$ cat src/rtl/core/variable_length_message_ring_unit_defines.svh
// Assertion macros for the variable-length message ring unit.
`ifndef VARIABLE_LENGTH_MESSAGE_RING_UNIT_DEFINES_SVH
`define VARIABLE_LENGTH_MESSAGE_RING_UNIT_DEFINES_SVH

// Overlapping implication, checked on every rising clock edge out of reset.
`define VLMR_ASSERT_NOW(lbl, pre, post, msg) \
  lbl: assert property (@(posedge clk_i) disable iff (!rst_ni) (pre) |-> (post)) \
    else $error(msg);

// Implication whose consequent is checked in the cycle after the antecedent.
`define VLMR_ASSERT_NEXT(lbl, pre, post, msg) \
  lbl: assert property (@(posedge clk_i) disable iff (!rst_ni) (pre) |=> (post)) \
    else $error(msg);

`endif

$ cat src/rtl/core/vlmr_pkg.sv
// Types, constants and helpers for the variable-length message ring unit.
`default_nettype none

package vlmr_pkg;

  localparam int RING_BYTES   = 4096;
  localparam int LINE_BYTES   = 64;
  localparam int HEADER_BYTES = 4;

  localparam int OFS_W      = $clog2(RING_BYTES);
  localparam int POS_W      = OFS_W + 1;
  localparam int LINE_W     = $clog2(LINE_BYTES);
  localparam int SLOT_W     = OFS_W - LINE_W;
  localparam int LINE_COUNT = RING_BYTES / LINE_BYTES;
  localparam int SIZE_W     = 12;
  localparam int STATUS_W   = 3;
  localparam int CALC_W     = ((POS_W > SIZE_W + 1) ? POS_W : SIZE_W + 1) + 1;

  localparam logic [SIZE_W-1:0] MAX_MSG_RESET = SIZE_W'(1024);

  localparam logic OP_PUSH = 1'b0;
  localparam logic OP_POP  = 1'b1;

  typedef enum logic [STATUS_W-1:0] {
    STAT_OK       = 3'd0,
    STAT_INVALID  = 3'd1,
    STAT_NO_SPACE = 3'd2,
    STAT_EMPTY    = 3'd3,
    STAT_CORRUPT  = 3'd4
  } status_e;

  // Header plus payload, rounded up to whole lines
  function automatic logic [CALC_W-1:0] line_round(input logic [SIZE_W-1:0] size);
    logic [CALC_W-1:0] n;
    n = CALC_W'(size) + CALC_W'(HEADER_BYTES + LINE_BYTES - 1);
    return n & ~CALC_W'(LINE_BYTES - 1);
  endfunction

  // Start of the next lap of the ring
  function automatic logic [POS_W-1:0] next_start(input logic [POS_W-1:0] pos);
    return {~pos[POS_W-1], {OFS_W{1'b0}}};
  endfunction

endpackage

`default_nettype wire

$ cat src/rtl/core/vlmr_req_if.sv
// Request channel: operation and message size.
`default_nettype none

interface vlmr_req_if
  import vlmr_pkg::*;
();
  logic              valid;
  logic              ready;
  logic              operation;
  logic [SIZE_W-1:0] msg_size;

  modport source (output valid, output operation, output msg_size, input ready);
  modport sink   (input valid, input operation, input msg_size, output ready);
endinterface

`default_nettype wire

$ cat src/rtl/core/vlmr_rsp_if.sv
// Response channel: status, message placement and ring occupancy.
`default_nettype none

interface vlmr_rsp_if
  import vlmr_pkg::*;
();
  logic                valid;
  logic                ready;
  logic [STATUS_W-1:0] status;
  logic [OFS_W-1:0]    payload_offset;
  logic [SIZE_W-1:0]   payload_size;
  logic [POS_W-1:0]    used_bytes;
  logic                is_empty;
  logic                is_full;

  modport source (
    output valid, output status, output payload_offset, output payload_size,
    output used_bytes, output is_empty, output is_full, input ready
  );
  modport sink (
    input valid, input status, input payload_offset, input payload_size,
    input used_bytes, input is_empty, input is_full, output ready
  );
endinterface

`default_nettype wire

$ cat src/rtl/core/variable_length_message_ring_unit.sv
// Variable-length message ring unit: space management for push and pop of messages.
// Each request transfer registers a header read (S_IDLE), then the update commits and
// registers the result (S_EXEC); a new request is taken only once the update has
// committed. A waiting result lets the next request transfer but holds its update.
// Reset: write and read points clear, limit returns to 1024; the header memory is not
// cleared and needs no clearing pass.
`default_nettype none
`include "variable_length_message_ring_unit_defines.svh"

module variable_length_message_ring_unit
  import vlmr_pkg::*;
(
  input  wire logic              clk_i,
  input  wire logic              rst_ni,
  input  wire logic              cfg_we_i,
  input  wire logic [SIZE_W-1:0] cfg_wdata_i,
  vlmr_req_if.sink               req_i,
  vlmr_rsp_if.source             rsp_o
);

  typedef enum logic [1:0] {
    S_IDLE = 2'b01,
    S_EXEC = 2'b10
  } state_e;

  localparam logic [CALC_W-1:0] RING_C = CALC_W'(RING_BYTES);
  localparam logic [CALC_W-1:0] LINE_C = CALC_W'(LINE_BYTES);
  localparam logic [CALC_W-1:0] HDR_C  = CALC_W'(HEADER_BYTES);

  state_e              state_q, state_d;
  logic                op_q;
  logic [SIZE_W-1:0]   size_q;
  logic [SIZE_W-1:0]   max_q;
  logic [POS_W-1:0]    wp_q, wp_d;
  logic [POS_W-1:0]    rp_q, rp_d;
  logic [SIZE_W-1:0]   slot0_q;
  logic [SIZE_W-1:0]   hdr_rd_q;
  logic [SIZE_W-1:0]   hdr_mem_q [LINE_COUNT];

  logic                rsp_valid_q;
  logic [STATUS_W-1:0] status_q;
  logic [OFS_W-1:0]    ofs_q;
  logic [SIZE_W-1:0]   psz_q;
  logic [POS_W-1:0]    used_q;
  logic                empty_q;
  logic                full_q;

  logic                accept;
  logic                commit;

  // update datapath
  status_e             status_d;
  logic [OFS_W-1:0]    ofs_d;
  logic [SIZE_W-1:0]   psz_d;
  logic [POS_W-1:0]    used_d;
  logic                full_d;
  logic [CALC_W-1:0]   need, span, u1, u2, avail1, avail2, room1, msum, thresh;
  logic [POS_W-1:0]    pad_pos, cur, nxt;
  logic [SIZE_W-1:0]   hdr1, hdr;
  logic                pop_go;
  logic                mem_we;
  logic [SLOT_W-1:0]   mem_wa;
  logic [SIZE_W-1:0]   mem_wd;
  logic                s0_we;
  logic [SIZE_W-1:0]   s0_wd;

  assign accept      = req_i.valid & req_i.ready;
  assign req_i.ready = (state_q == S_IDLE);
  assign commit      = (state_q == S_EXEC) & (~rsp_valid_q | rsp_o.ready);

  always_comb begin
    state_d = state_q;
    unique case (state_q)
      S_IDLE: if (accept) state_d = S_EXEC;
      S_EXEC: if (commit) state_d = S_IDLE;
      default: state_d = S_IDLE;
    endcase
  end

  always_comb begin
    wp_d     = wp_q;
    rp_d     = rp_q;
    status_d = STAT_OK;
    ofs_d    = '0;
    psz_d    = '0;
    mem_we   = 1'b0;
    mem_wa   = wp_q[OFS_W-1:LINE_W];
    mem_wd   = '0;
    s0_we    = 1'b0;
    s0_wd    = '0;
    cur      = rp_q;
    nxt      = rp_q;
    hdr      = '0;
    span     = '0;
    pop_go   = 1'b0;

    need    = line_round(size_q);
    u1      = CALC_W'(POS_W'(wp_q - rp_q));
    avail1  = (u1 > RING_C) ? '0 : RING_C - u1;
    room1   = RING_C - CALC_W'(wp_q[OFS_W-1:0]);
    pad_pos = next_start(wp_q);
    u2      = CALC_W'(POS_W'(pad_pos - rp_q));
    avail2  = (u2 > RING_C) ? '0 : RING_C - u2;
    hdr1    = (rp_q[OFS_W-1:LINE_W] == '0) ? slot0_q : hdr_rd_q;

    if (op_q == OP_PUSH) begin
      if ((size_q == '0) || (size_q > max_q)) begin
        status_d = STAT_INVALID;
      end else if (avail1 <= need + LINE_C) begin
        status_d = STAT_NO_SPACE;
      end else if (room1 < need) begin
        // padding header, then retry from the start of the ring
        if (wp_q[OFS_W-1:LINE_W] == '0) begin
          s0_we = 1'b1;
        end else begin
          mem_we = 1'b1;
        end
        wp_d = pad_pos;
        if (avail2 <= need + LINE_C) begin
          status_d = STAT_NO_SPACE;
        end else begin
          s0_we = 1'b1;
          s0_wd = size_q;
          ofs_d = OFS_W'(HEADER_BYTES);
          psz_d = size_q;
          wp_d  = pad_pos + need[POS_W-1:0];
        end
      end else begin
        if (wp_q[OFS_W-1:LINE_W] == '0) begin
          s0_we = 1'b1;
          s0_wd = size_q;
        end else begin
          mem_we = 1'b1;
          mem_wd = size_q;
        end
        ofs_d = wp_q[OFS_W-1:0] + OFS_W'(HEADER_BYTES);
        psz_d = size_q;
        wp_d  = wp_q + need[POS_W-1:0];
      end
    end else begin
      if (rp_q == wp_q) begin
        status_d = STAT_EMPTY;
      end else begin
        pop_go = 1'b1;
        hdr    = hdr1;
        if (hdr1 == '0) begin
          cur = next_start(rp_q);
          if (cur == wp_q) begin
            rp_d     = cur;
            status_d = STAT_EMPTY;
            pop_go   = 1'b0;
          end else begin
            hdr = slot0_q;
          end
        end
        if (pop_go) begin
          if (hdr > max_q) begin
            rp_d     = cur;
            status_d = STAT_CORRUPT;
          end else begin
            ofs_d = cur[OFS_W-1:0] + OFS_W'(HEADER_BYTES);
            psz_d = hdr;
            span  = line_round(hdr);
            nxt   = cur + span[POS_W-1:0];
            if (CALC_W'(nxt[OFS_W-1:0]) + HDR_C > RING_C) begin
              nxt = next_start(nxt);
            end
            rp_d = nxt;
          end
        end
      end
    end

    used_d = wp_d - rp_d;
    msum   = CALC_W'(max_q) + HDR_C;
    thresh = (msum >= RING_C) ? '0 : RING_C - msum;
    full_d = (CALC_W'(used_d) >= thresh);
  end

  always_ff @(posedge clk_i or negedge rst_ni) begin
    if (!rst_ni) begin
      state_q     <= S_IDLE;
      max_q       <= MAX_MSG_RESET;
      wp_q        <= '0;
      rp_q        <= '0;
      rsp_valid_q <= 1'b0;
    end else begin
      state_q <= state_d;
      if (cfg_we_i) begin
        max_q <= cfg_wdata_i;
      end
      if (commit) begin
        wp_q        <= wp_d;
        rp_q        <= rp_d;
        rsp_valid_q <= 1'b1;
      end else if (rsp_o.ready) begin
        rsp_valid_q <= 1'b0;
      end
    end
  end

  always_ff @(posedge clk_i) begin
    if (accept) begin
      op_q   <= req_i.operation;
      size_q <= req_i.msg_size;
    end
    if (commit) begin
      status_q <= status_d;
      ofs_q    <= ofs_d;
      psz_q    <= psz_d;
      used_q   <= used_d;
      empty_q  <= (rp_d == wp_d);
      full_q   <= full_d;
    end
    if (commit && s0_we) begin
      slot0_q <= s0_wd;
    end
  end

  // header memory; line zero lives in slot0_q
  always_ff @(posedge clk_i) begin
    if (commit && mem_we) begin
      hdr_mem_q[mem_wa] <= mem_wd;
    end
    if (accept) begin
      hdr_rd_q <= hdr_mem_q[rp_q[OFS_W-1:LINE_W]];
    end
  end

  assign rsp_o.valid          = rsp_valid_q;
  assign rsp_o.status         = status_q;
  assign rsp_o.payload_offset = ofs_q;
  assign rsp_o.payload_size   = psz_q;
  assign rsp_o.used_bytes     = used_q;
  assign rsp_o.is_empty       = empty_q;
  assign rsp_o.is_full        = full_q;

  `VLMR_ASSERT_NEXT(a_req_starts_update, accept, state_q == S_EXEC, "transfer did not start update")
  `VLMR_ASSERT_NEXT(a_update_gives_rsp, commit, rsp_o.valid, "update gave no response")
  `VLMR_ASSERT_NOW(a_fail_no_payload, rsp_o.valid && (rsp_o.status != STAT_OK),
    (rsp_o.payload_offset == '0) && (rsp_o.payload_size == '0), "failed op with payload")
  `VLMR_ASSERT_NEXT(a_points_hold, !commit, $stable(wp_q) && $stable(rp_q),
    "ring points moved outside update")

endmodule

`default_nettype wire

$ cat src/flat_wrapper.sv
// flat-port wrapper written by rule: the top's interface ports become plain ports
module variable_length_message_ring_unit_flat import vlmr_pkg::*;
  (clk_i, rst_ni, cfg_we_i, cfg_wdata_i, req_i_valid, req_i_operation, req_i_msg_size, req_i_ready, rsp_o_valid, rsp_o_status, rsp_o_payload_offset, rsp_o_payload_size, rsp_o_used_bytes, rsp_o_is_empty, rsp_o_is_full, rsp_o_ready);
  vlmr_req_if req_i_i ();
  vlmr_rsp_if rsp_o_i ();
  input  wire logic clk_i;
  input  wire logic rst_ni;
  input  wire logic cfg_we_i;
  input  wire logic [SIZE_W-1:0] cfg_wdata_i;
  input wire logic [$bits(req_i_i.valid)-1:0] req_i_valid;
  input wire logic [$bits(req_i_i.operation)-1:0] req_i_operation;
  input wire logic [$bits(req_i_i.msg_size)-1:0] req_i_msg_size;
  output wire logic [$bits(req_i_i.ready)-1:0] req_i_ready;
  output wire logic [$bits(rsp_o_i.valid)-1:0] rsp_o_valid;
  output wire logic [$bits(rsp_o_i.status)-1:0] rsp_o_status;
  output wire logic [$bits(rsp_o_i.payload_offset)-1:0] rsp_o_payload_offset;
  output wire logic [$bits(rsp_o_i.payload_size)-1:0] rsp_o_payload_size;
  output wire logic [$bits(rsp_o_i.used_bytes)-1:0] rsp_o_used_bytes;
  output wire logic [$bits(rsp_o_i.is_empty)-1:0] rsp_o_is_empty;
  output wire logic [$bits(rsp_o_i.is_full)-1:0] rsp_o_is_full;
  input wire logic [$bits(rsp_o_i.ready)-1:0] rsp_o_ready;
  assign req_i_i.valid = req_i_valid;
  assign req_i_i.operation = req_i_operation;
  assign req_i_i.msg_size = req_i_msg_size;
  assign req_i_ready = req_i_i.ready;
  assign rsp_o_valid = rsp_o_i.valid;
  assign rsp_o_status = rsp_o_i.status;
  assign rsp_o_payload_offset = rsp_o_i.payload_offset;
  assign rsp_o_payload_size = rsp_o_i.payload_size;
  assign rsp_o_used_bytes = rsp_o_i.used_bytes;
  assign rsp_o_is_empty = rsp_o_i.is_empty;
  assign rsp_o_is_full = rsp_o_i.is_full;
  assign rsp_o_i.ready = rsp_o_ready;
  variable_length_message_ring_unit u_core (.clk_i(clk_i), .rst_ni(rst_ni), .cfg_we_i(cfg_we_i), .cfg_wdata_i(cfg_wdata_i), .req_i(req_i_i), .rsp_o(rsp_o_i));
endmodule
$ cat config.mk
export PLATFORM = sky130hd
export DESIGN_NAME = variable_length_message_ring_unit_flat
export DESIGN_NICKNAME = d
export VERILOG_FILES = /design/src/rtl/core/vlmr_pkg.sv /design/src/rtl/core/vlmr_req_if.sv /design/src/rtl/core/vlmr_rsp_if.sv /design/src/rtl/core/variable_length_message_ring_unit.sv /design/src/flat_wrapper.sv
export VERILOG_INCLUDE_DIRS = /design/src /design/src/rtl/core
export SDC_FILE = /design/constraint.sdc
export NUM_CORES = 1
export LEC_CHECK = 0
export BUFFER_PORTS_ARGS = -buffer_cell sky130_fd_sc_hd__buf_2
export CAP_MARGIN = 20
export CORE_MARGIN = 5
export CORE_UTILIZATION = 57
export CTS_CLUSTER_SIZE = 14
export DETAILED_ROUTE_END_ITERATION = 8
export PLACE_DENSITY = 0.69
export SYNTH_ARGS = -nofsm -noshare
export SYNTH_HDL_FRONTEND = slang
export SYNTH_SLANG_ARGS = --single-unit
$ cat constraint.sdc
create_clock -name clk_i -period 8.45 [get_ports clk_i]
set_input_delay 1.2675 -clock clk_i [delete_from_list [all_inputs] [get_ports clk_i]]
set_output_delay 1.2675 -clock clk_i [all_outputs]
set_load 0.1 [all_outputs]
# Word-level counts from Yosys, hierarchy flattened
# Memories as Yosys holds them, arrays and structs flattened. A register that Yosys moved wholly into a read port is not among the register bits.
# Index checks and enable logic that the tools add are counted.
[classes] n_addsub=17 order_cmp=10 eq_ne=7 muxes=77 bitwise=7 reduce_logical=10
[op_table] operator="12-bit 2-to-1 mux" n=27
[op_table] operator="13-bit 2-to-1 mux" n=15
[op_table] operator="14-bit 2-to-1 mux" n=3
[op_table] operator="13-bit adder" n=3
[op_table] operator="13-bit equality test" n=3
[op_table] operator="13-bit subtractor" n=3
[op_table] operator="14-bit less-or-equal comparator" n=2
[op_table] operator="13-bit by 13-bit subtractor with 14-bit output (first input constant)" n=2
[op_table] operator="3-bit 2-to-1 mux" n=9
[op_table] operator="12-bit by 3-bit adder with 13-bit output (second input constant)" n=2
[op_table] operator="12-bit by 7-bit adder with 13-bit output (second input constant)" n=2
[op_table] operator="13-bit > comparator (second input constant)" n=2
[op_table] operator="12-bit by 3-bit adder with 12-bit output (second input constant)" n=2
[op_table] operator="12-bit > comparator" n=2
[op_table] operator="12-bit logical NOT" n=2
[op_table] operator="1-bit 2-to-1 mux" n=18
[op_table] operator="14-bit by 7-bit adder with 14-bit output (second input constant)" n=1
[op_table] operator="13-bit by 14-bit greater-or-equal comparator with 1-bit output" n=1
[op_table] operator="14-bit by 13-bit greater-or-equal comparator with 1-bit output (second input constant)" n=1
[op_table] operator="14-bit by 13-bit > comparator with 1-bit output (second input constant)" n=1
[op_table] operator="14-bit less-than comparator" n=1
[op_table] operator="13-bit by 12-bit subtractor with 14-bit output (first input constant)" n=1
[op_table] operator="13-bit by 14-bit subtractor with 14-bit output (first input constant)" n=1
[op_table] operator="6-bit logical NOT" n=2
[op_table] operator="14 further kinds" n=22
[word_totals] reg_bits=108 ramBits=768 in_bits=30 output_inout_bits=44 wordCells=143 n_memories=1
[mem_list] name="u_core.hdr_mem_q" words=64 word_bits=12 read_ports=1 rd_clocked_by_memory_dff=1 wr=1 line_no="variable_length_message_ring_unit.sv:38" source="logic [SIZE_W-1:0] hdr_mem_q [LINE_COUNT];"

# Longest topological paths before layout
# Gate-level depths: netlist (run 1).
[depth] word_depth=17 mapped_depth=38 depth_no_buf=37

# Worst setup path before layout (run 1)
# OpenSTA, ideal clock, no wires.
[synth_timing] path_kind="reg2reg" startpoint="reg u_core.rp_q[9]" endpoint="reg u_core.full_q, in the netlist u_core.rsp_o.is_full, data pin" t_arrival_ps=6981 t_required_ps=8188 setup_slack_ps=1207 path_stages_with_launch=35 synth_period_minus_slack_ps=7243 cell_sequence="dfrtp_1 > clkbuf_1 > inv_1 > clkbuf_1 > clkbuf_1 > ha_1 > nor2_1 > a211oi_1 > or4b_4 > o41a_4 > nor2_1 > ha_1 > nor2b_1 > o21a_1 > o21ai_0 > a21o_1 > a21oi_1 > o21ai_0 > a211oi_4 > clkbuf_1 > a21oi_1 > ha_1 > nor2b_1 > o21ai_0 > a21boi_0 > o21ai_0 > a21oi_1 > o21ai_0 > a21oi_1 > o21a_1 > or4_1 > nand3_1 > ha_1 > nand2_1 > o21ai_0"
[synth_between] word_cells_on_any_way=44 cone_classes="add/sub: 8; order compare: 7; eq/ne: 1; mux: 25; bitwise: 1; reduce/logical: 2"
[synth_rtl] element="start: declaration" line_no="variable_length_message_ring_unit.sv:35" source="logic [POS_W-1:0] rp_q, rp_d;"
[synth_rtl] element="start signal: assignment" line_no="variable_length_message_ring_unit.sv:194" source="rp_q <= rp_d;"
[synth_rtl] element="13-bit subtractor" line_no="variable_length_message_ring_unit.sv:102" source="u2 = CALC_W'(POS_W'(pad_pos - rp_q));"
[synth_rtl] element="13-bit by 13-bit subtractor with 14-bit output / 13-bit > comparator (equally long branches)" line_no="variable_length_message_ring_unit.sv:103" source="avail2 = (u2 > RING_C) ? '0 : RING_C - u2;"
[synth_rtl] element="14-bit 2-to-1 mux" line_no="variable_length_message_ring_unit.sv:103"
[synth_rtl] element="14-bit less-or-equal comparator" line_no="variable_length_message_ring_unit.sv:119" source="if (avail2 <= need + LINE_C) begin"
[synth_rtl] element="13-bit 2-to-1 mux" line_no="variable_length_message_ring_unit.sv:119"
[synth_rtl] element="13-bit 2-to-1 mux" line_no="variable_length_message_ring_unit.sv:111" source="end else if (room1 < need) begin"
[synth_rtl] element="13-bit 2-to-1 mux *" line_no="variable_length_message_ring_unit.sv:109" source="end else if (avail1 <= need + LINE_C) begin"
[synth_rtl] element="13-bit 2-to-1 mux *" line_no="variable_length_message_ring_unit.sv:107" source="if ((size_q == '0) || (size_q > max_q)) begin"
[synth_rtl] element="13-bit 2-to-1 mux *" line_no="variable_length_message_ring_unit.sv:106" source="if (op_q == OP_PUSH) begin"
[synth_rtl] element="net u_core.wp_d[1]" line_no="variable_length_message_ring_unit.sv:34" source="logic [POS_W-1:0] wp_q, wp_d;"
[synth_rtl] element="13-bit subtractor *" line_no="variable_length_message_ring_unit.sv:174" source="used_d = wp_d - rp_d;"
[synth_rtl] element="net u_core.used_d[11]" line_no="variable_length_message_ring_unit.sv:55" source="logic [POS_W-1:0] used_d;"
[synth_rtl] element="13-bit by 14-bit greater-or-equal comparator with 1-bit output *" line_no="variable_length_message_ring_unit.sv:177" source="full_d = (CALC_W'(used_d) >= thresh);"
[synth_rtl] element="net u_core.full_d" line_no="variable_length_message_ring_unit.sv:56" source="logic full_d;"
[synth_rtl] element="end signal: assignment" line_no="variable_length_message_ring_unit.sv:213" source="full_q <= full_d;"
[synth_rtl] element="end: declaration" line_no="variable_length_message_ring_unit.sv:46" source="logic full_q;"
# The timed path passes the listed nets; every way through them passes the cells marked *. The select of a mux whose other input is x is not followed.
# A chain may end at the register's enable or synchronous reset.

# Worst setup path after layout (run 1)
[layout_timing] startpoint="reg u_core.rp_q[1]" endpoint="reg u_core.full_q, in the netlist u_core.rsp_o.is_full, data pin"
# Same word-level chain as after synthesis.

==> results.yml, run 1 <==
run_status:
  status: "finished, final reports clean"
critical_path:
  worstPathArrival_ns: 8.22
  end_kind: "flip-flop"
  critPathMaxFanout: 16
  path_class: "reg -> reg"
  max_stage_delay_ns: 0.55
  cp.required_ns: 8.83
  crit_slowest_cell: "dfrtp_1"
  critPathLaunchType: "flip-flop"
layout:
  antenna_cells: 0
  fin_area_mm2: 0.0445
  utilization: 0.649
  drive_above_1_share: 0.231
  stdcell_count: 3533
  area_delta_synth_final_pct: 12.9
  final_nets: 2665
  final_common_cell: "edfxtp_1"
  mostFrequentLayoutCells: "edfxtp_1, mux4_2, nand2_1, nor2_1, ha_1"
clock_network:
  clockRootBuffer: "clkbuf_16"
  clk_pin_slew_ns: 0.06
  postCtsSetupRepairBufs: 0
  numCtsBuffers: 91
  cts_hold_buf: 0
  clk_latency_ns: 0.67
  ctsHtreeMaxLevel: 3
  cts-resized-gates: 0
  clock-sinks: 888
  cts_tree: "built"
  clock_path_buffers: 3
route:
  postRouteAntennaNets: 0
  viasPerCell: 6.33
  drcViolationCount: 0
  drt_iter0_drc: 2246
  wl_per_cell_um: 27.5
  firstDrtPassIters: 6
  wl_um: 97300
  vias: 22367
floorplan:
  core_mm2: 0.0686
  io_pins: 74
  die_h_um: 273
  start_util: 0.575
  die_area_mm2: 0.0745
  die_width_um: 273
  row_count: 96
synth:
  synth_area_mm2: 0.0394
  syn_area_per_cell_um2: 16.8
  synthCells: 2349
  synth_ff_type: "edfxtp_1"
  ys_async_sr_fraction: 0.0462
  synth_edf_count: 847
  yosysSeqAreaShare: 0.671
  synth-seq-cells: 888
  yosysWarnings: 0
  synth_cell_type_count: 78
hold_path:
  hold_path_class: "in -> async"
power:
  internal_power_w: 0.00956
  vdd_drop_max_uv: 232
  switchingPower_w: 0.00492
  p_sw_frac: 0.340
  power.leakage_nw: 16.3
  combPwrFrac: 0.361
  power.density_mw_per_mm2: 325
  totalPowerFinal_w: 0.0145
  p_seq_frac: 0.361
  clkPwrFrac: 0.279
timing:
  final.setup.tns_ns: 0
  period_share: 0.927
  min_period_ns: 7.84
  final-hold-violation-count: 0
  fmax_mhz: 128
  setup_violations: 0
  tightest_slew_ns: 1.07
  slew_headroom: 0.285
  rsz0062_at_grt: "no"
  drv_slew: 0
  fin_skew_ns: 0.0464
placement:
  place_hpwl_um: 61100
  place.port_buffers: 73
  placed_cell_area_mm2: 0.0414
  place_inst: 3357
  gp_congestion: 0.946
grt:
  grt_max_degree: 150
  track_usage: 0.263
  antenna_found_initial: 2
  grt_pass1_vias: 22488
  grt_pass1_wl_um: 145000
  grt_overflow_total: 0
job:
  maxCapViolCount: 0
-- per-layer routing --
| layer | track usage | routed length (um) |
|---|---|---|
| met5 | 0 | 13 |
| met4 | 0.0840 | 3370 |
| met3 | 0.0498 | 8030 |
| met2 | 0.434 | 47700 |
| met1 | 0.362 | 38200 |
-- area by class of cell --
type / instances / area, um^2
Clock buffer: 115 / 2400
Clock inverter: 54 / 643
Fill cell: 4716 / 24100
Inverter: 69 / 259
Multi-Input combinational cell: 1300 / 12400
Sequential cell: 888 / 26500
Tap cell: 931 / 1160
Timing Repair Buffer: 176 / 1200
-- kinds of logic after synthesis --
group           synth area share
buf+inv                   0.0166
simple gates              0.0670
flops                      0.671
mux                        0.140
fa+ha+maj                 0.0356
xor+xnor                  0.0224
compound gates            0.0471
other cells             0.000191
-- final timing paths --
kind                       slack (ns)          startpoint  cells past startpoint                    to
setup / recovery                 0.61      u_core.rp_q[1]                     33  u_core.rsp_o.is_full
min in group clk_i               0.53  u_core.rsp_o.valid                      2    u_core.rsp_o.valid
hold reg to reg                  0.53  u_core.rsp_o.valid                      2    u_core.rsp_o.valid
max in group asynchronous        7.45              rst_ni                      2      u_core.max_q[10]
hold / removal                   0.46              rst_ni                      1        u_core.wp_q[4]
setup reg to reg                 0.61      u_core.rp_q[1]                     33  u_core.rsp_o.is_full
-- Yosys cell counts (all sizes together), types with 13 or more instances --
cell | instances | share of area
o21a | 15 | 0.0029
o21ai | 64 | 0.0081
inv | 67 | 0.0064
o22ai | 19 | 0.0030
nor2b | 18 | 0.0029
ha | 105 | 0.033
a31oi | 17 | 0.0027
nor2 | 157 | 0.015
nand2 | 155 | 0.015
nand2b | 13 | 0.0021
nor4 | 14 | 0.0022
and2 | 40 | 0.0063
edfxtp | 847 | 0.65
xor2 | 29 | 0.0064
nand3 | 44 | 0.0056
and3 | 24 | 0.0038
dfrtp | 39 | 0.025
mux4 | 240 | 0.14
a21o | 26 | 0.0050
clkbuf | 76 | 0.0072
nand4 | 24 | 0.0038
nor3 | 20 | 0.0025
a21oi | 65 | 0.0083
buf | 28 | 0.0028
a22oi | 13 | 0.0025
xnor2 | 69 | 0.015
-- power by group through the flow --
stage          sequential [W]  clock, W  combinational (W)
3_3_place_gp          0.00531         0            0.00507
6_report              0.00522   0.00404            0.00522
2_1_floorplan         0.00542         0            0.00363
3_5_place_dp          0.00531         0            0.00517
5_1_grt               0.00523   0.00429            0.00566
4_1_cts               0.00522   0.00410            0.00520
-- per-stage QoR --
step | setup WS, ns | hold WS (ns)
2_1_floorplan | 1.21 | 0.510
3_3_place_gp | 0.874 | 0.510
3_5_place_dp | 0.780 | 0.521
4_1_cts | 0.734 | 0.537
5_1_grt | 0.0405 | 0.447
6_report | 0.614 | 0.455
-- worst max-delay path, delay by kind of cell, from the launching register on --
kind	cells	cell delay, ns
simple gates	5	1.08
flops	1	0.55
fa+ha+maj	4	1.18
buf+inv	2	0.50
compound gates	22	4.26
-- registers in the layout (all words and copies together), names as in the netlist --
register,cells
u_core.hdr_mem_q,768
u_core.rp_q,13
u_core.rsp_o.used_bytes,13
u_core.wp_q,13
u_core.hdr_rd_q,12
u_core.max_q,12
u_core.rsp_o.payload_offset,12
u_core.rsp_o.payload_size,12
u_core.size_q,12
u_core.slot0_q,12
u_core.rsp_o.status,3
u_core.state_q,2
u_core.op_q,1
u_core.rsp_o.is_empty,1
u_core.rsp_o.is_full,1
u_core.rsp_o.valid,1
(Power assumes the default switching activity.)
==> run 2: changes to the inputs <==
Settings changed: RECOVER_POWER from default to 25.
==> results.yml, run 2 (synthesis results as in run 1) <==
critical_path:
  worstPathArrival_ns: 8.23
  critPathLaunchType: "flip-flop"
  cp-endpoint: "u_core.rsp_o.is_full"
  path_depth: 31
  regToRegSetupSlack_ns: 0.60
  crit_slowest_cell: "dfrtp_1"
  reg2reg_depth: 31
  path_class: "reg -> reg"
  regToRegEndpoint: "u_core.rsp_o.is_full"
  critical_path.top_delay_family: "compound AO/OA/AOI/OAI gates"
  rr_startpoint: "u_core.rp_q[2]"
  critPathMaxFanout: 11
  cp.required_ns: 8.83
  max_stage_delay_ns: 0.59
  critPathLaunch: "u_core.rp_q[2]"
  crit_buf_inv: 1
  end_kind: "flip-flop"
  path_common_cell: "a21oi_1"
power:
  vdd_drop_max_uv: 233
  power.leakage_nw: 16.0
  power.density_mw_per_mm2: 327
grt:
  track_usage: 0.263
  antenna_found_initial: 2
  grt_overflow_total: 0
  grtUsageMet2: 0.434
  use_met1: 0.362
  grt_pass1_wl_um: 145000
  grt.met3_usage: 0.0498
  busiest_layer: "met2"
  grt_max_degree: 150
  grt_pass1_vias: 22488
placement:
  gp_congestion: 0.946
  place.port_buffers: 73
  pre_cts_slack_ns: 0.780
  place_hpwl_um: 61100
floorplan:
  row_count: 96
  die_h_um: 273
  io_pins: 74
  die_width_um: 273
  die_area_mm2: 0.0745
  start_util: 0.575
  core_mm2: 0.0686
layout:
  final_nets: 2665
  mostFrequentLayoutCells: "edfxtp_1, mux4_2, nand2_1, nor2_1, ha_1"
  drive_above_1_share: 0.203
  regMostFlops: "u_core.hdr_mem_q"
  area_delta_synth_final_pct: 12.4
  final_common_cell: "edfxtp_1"
  largest_reg_flops: 768
  antenna_cells: 0
timing:
  min_period_ns: 7.85
  finalWorstSetupSlack_ns: 0.604
  slew_headroom: -1.38
  setup_violations: 0
  drv_slew: 265
  rsz0062_at_grt: "no"
  tightest_slew_ns: 3.57
  fin_skew_ns: 0.0463
  period_share: 0.929
  final.setup.tns_ns: 0
  fmax_mhz: 127
  final-hold-violation-count: 0
clock_network:
  clock_path_buffers: 3
  clk_latency_ns: 0.67
  clock-sinks: 888
  clockRootBuffer: "clkbuf_16"
  ctsHtreeMaxLevel: 3
  numCtsBuffers: 91
  postCtsSetupRepairBufs: 0
  cts-resized-gates: 0
  cts_hold_buf: 0
  cts_tree: "built"
  clk_pin_slew_ns: 0.06
route:
  firstDrtPassIters: 7
  vias: 22269
  postRouteAntennaNets: 0
  drcViolationCount: 0
  drt_iter0_drc: 2174
  wl_um: 97400
  viasPerCell: 6.30
  wl_per_cell_um: 27.6
hold_path:
  hold_path_class: "in -> async"
run_status:
  status: "finished, violations left"
  violations: "max-capacitance violations, max-slew violations"
job:
  maxCapViolCount: 5
## run 2: cell types whose count changed in the layout (fill, tap and decap cells not counted), sizes merged
cell | previous run | this run
buf | 176 | 103
clkbuf | 115 | 188
## run 2: power by group
group	total, W	switching (W)	internal [W]
sequential	0.00522	0.000119	0.00510
clock	0.00404	0.00170	0.00234
combinational	0.00521	0.00309	0.00212
## run 2: cell type report
class / count / area (um^2)
tap: 931 / 1160
sequential: 888 / 26500
inverter: 69 / 259
clock buffer: 115 / 2400
clock inverter: 54 / 643
multi-input combinational: 1300 / 12400
fill: 4792 / 24300
timing repair buffer: 176 / 1010
## run 2: worst min-delay path by stage
stage / end
after floorplan: u_core.rsp_o.valid
after global placement: u_core.rsp_o.valid
after detailed placement: u_core.rsp_o.valid
after CTS: u_core.rsp_o.valid
after global routing: u_core.wp_q[4]
final: u_core.wp_q[4]
## run 2: per-layer routing
layer  share of wire  vias to the layer above  wire (um)
met4           0.035                        2       3380
met1            0.39                    11405      38200
met2            0.49                     1023      47800
met3           0.082                      179       7970
met5         0.00013                        -         13
li1                -                     9660          -
## run 2: through the flow
| stage | util | total power [W] | cells | cell area, um^2 | hold slack, ns |
|---|---|---|---|---|---|
| after floorplan | - | 0.00905 | 2361 | 39500 | 0.510 |
| after global placement | 0.603 | 0.0104 | 3357 | 41400 | 0.510 |
| after detailed placement | 0.603 | 0.0105 | 3357 | 41400 | 0.521 |
| after CTS | 0.648 | 0.0145 | 3526 | 44400 | 0.537 |
| after global routing | 0.646 | 0.0152 | 3533 | 44300 | 0.511 |
| final | 0.646 | 0.0145 | 3533 | 44300 | 0.500 |
## run 2: worst register-to-register path: cells and delay by family, from the launching register on
| kind | cells | cell delay [ns] |
|---|---|---|
| compound gates | 19 | 3.89 |
| fa+ha+maj | 4 | 1.17 |
| simple gates | 7 | 1.73 |
| flops | 1 | 0.59 |
| buf+inv | 1 | 0.22 |
==> run 3: changes to the inputs <==
Settings changed: CORE_MARGIN 5 to default, CORE_UTILIZATION 57 to 63, PLACE_DENSITY 0.69 to 0.76.
==> results.yml, run 3 (synthesis results as in run 1) <==
timing:
  slew_headroom: -1.44
  final.setup.tns_ns: 0
  setup_violations: 0
  min_period_ns: 7.83
  rsz0062_at_grt: "no"
  finalWorstSetupSlack_ns: 0.617
  fin_skew_ns: 0.0315
  drv_slew: 216
  fmax_mhz: 128
  period_share: 0.927
  tightest_slew_ns: 3.65
  final-hold-violation-count: 0
clock_network:
  postCtsSetupRepairBufs: 0
  clock-sinks: 888
  clock_path_buffers: 3
  numCtsBuffers: 87
  cts_tree: "built"
  clk_pin_slew_ns: 0.06
  clockRootBuffer: "clkbuf_16"
  ctsHtreeMaxLevel: 3
  clk_latency_ns: 0.67
route:
  wl_um: 103000
  wl_per_cell_um: 30.0
  postRouteAntennaNets: 0
  drcViolationCount: 0
  drt_iter0_drc: 2915
  viasPerCell: 6.76
  vias: 23198
  firstDrtPassIters: 5
grt:
  grt_overflow_total: 0
  grt_max_degree: 129
  grt_pass1_wl_um: 150000
  track_usage: 0.330
  grt_pass1_vias: 22848
  antenna_found_initial: 4
floorplan:
  die_h_um: 252
  io_pins: 74
  die_area_mm2: 0.0636
  die_width_um: 252
  row_count: 91
  core_mm2: 0.0617
  start_util: 0.639
power:
  vdd_drop_max_uv: 291
  power.leakage_nw: 16.0
  power.density_mw_per_mm2: 328
  totalPowerFinal_w: 0.0145
critical_path:
  path_class: "reg -> reg"
  worstPathArrival_ns: 8.22
  end_kind: "flip-flop"
  critPathMaxFanout: 14
  crit_slowest_cell: "o31ai_1"
  cp.required_ns: 8.84
  max_stage_delay_ns: 0.60
  critPathLaunchType: "flip-flop"
run_status:
  violations: "max-capacitance violations, max-slew violations"
  status: "finished, violations left"
placement:
  place.port_buffers: 73
  place_hpwl_um: 61000
  pre_cts_slack_ns: 0.768
  gp_congestion: 0.954
layout:
  mostFrequentLayoutCells: "edfxtp_1, mux4_2, nand2_1, nor2_1, ha_1"
  final_nets: 2659
  area_delta_synth_final_pct: 11.9
  utilization: 0.715
  final_common_cell: "edfxtp_1"
  regMostFlops: "u_core.hdr_mem_q"
  drive_above_1_share: 0.203
  largest_reg_flops: 768
job:
  maxCapViolCount: 4
hold_path:
  hold_path_class: "reg -> reg"
==> run 3: changes by cell type in the layout (fill, tap and decap cells not counted), sizes merged <==
cell	before	now
clkbuf	188	176
inv	69	71
diode	0	3
buf	103	102
bufinv	10	11
==> run 3: power by group <==
| group | total (W) | switching (W) | internal, W |
|---|---|---|---|
| sequential | 0.00523 | 0.000124 | 0.00510 |
| combinational | 0.00526 | 0.00312 | 0.00214 |
| clock | 0.00397 | 0.00170 | 0.00227 |
| total | 0.0145 | 0.00494 | 0.00952 |
==> run 3: path summary, 6_finish.rpt <==
path	startpoint	to	slack, ns	cells after the start
worst max-delay path	u_core.rp_q[7]	u_core.rsp_o.is_full	0.62	32
worst min-delay path	u_core.rp_q[10]	u_core.rp_q[10]	0.54	1
worst max register to register	u_core.rp_q[7]	u_core.rsp_o.is_full	0.62	32
worst min register to register	u_core.rp_q[10]	u_core.rp_q[10]	0.54	1
max in group asynchronous	rst_ni	u_core.rp_q[7]	5.22	2
min in group asynchronous	rst_ni	u_core.rp_q[4]	1.47	2
==> run 3: per-layer routing <==
layer / wire, um / global-route usage / part of all wire
met1: 38900 / 0.459 / 0.38
met3: 9790 / 0.0553 / 0.095
met5: 27 / 0 / 0.00026
met4: 4140 / 0.125 / 0.040
met2: 50000 / 0.532 / 0.49
==> run 3: cell type report <==
cell class                 instances  area (um^2)
antenna                            3         7.51
clock buffer                     104         2260
clock inverter                    57          656
fill                            3804        17600
inverter                          69          259
multi-input combinational       1300        12400
sequential                       888        26500
tap                              837         1050
timing repair buffer             174         1030
==> run 3: metrics by stage <==
stage / area, um^2 / std cells / hold WS (ns)
after CTS: 44200 / 3427 / 0.541
after global placement: 41300 / 3264 / 0.493
final: 44100 / 3432 / 0.543
after floorplan: 39500 / 2361 / 0.510
after detailed placement: 41300 / 3266 / 0.525
after global routing: 44100 / 3429 / 0.573
==> run 3: timing repair <==
action | CTS | global route
hold buffers | 0 | 0
endpoints found under the setup margin | 0 | 1
gates resized for setup | 0 | 4
hold endpoints to repair | 0 | 0
==> run 3: critical path: cells and delay by family (launching register included) <==
kind | cells | cell delay (ns)
compound gates | 17 | 3.66
simple gates | 11 | 2.22
flops | 1 | 0.51
buf+inv | 1 | 0.30
fa+ha+maj | 3 | 0.89
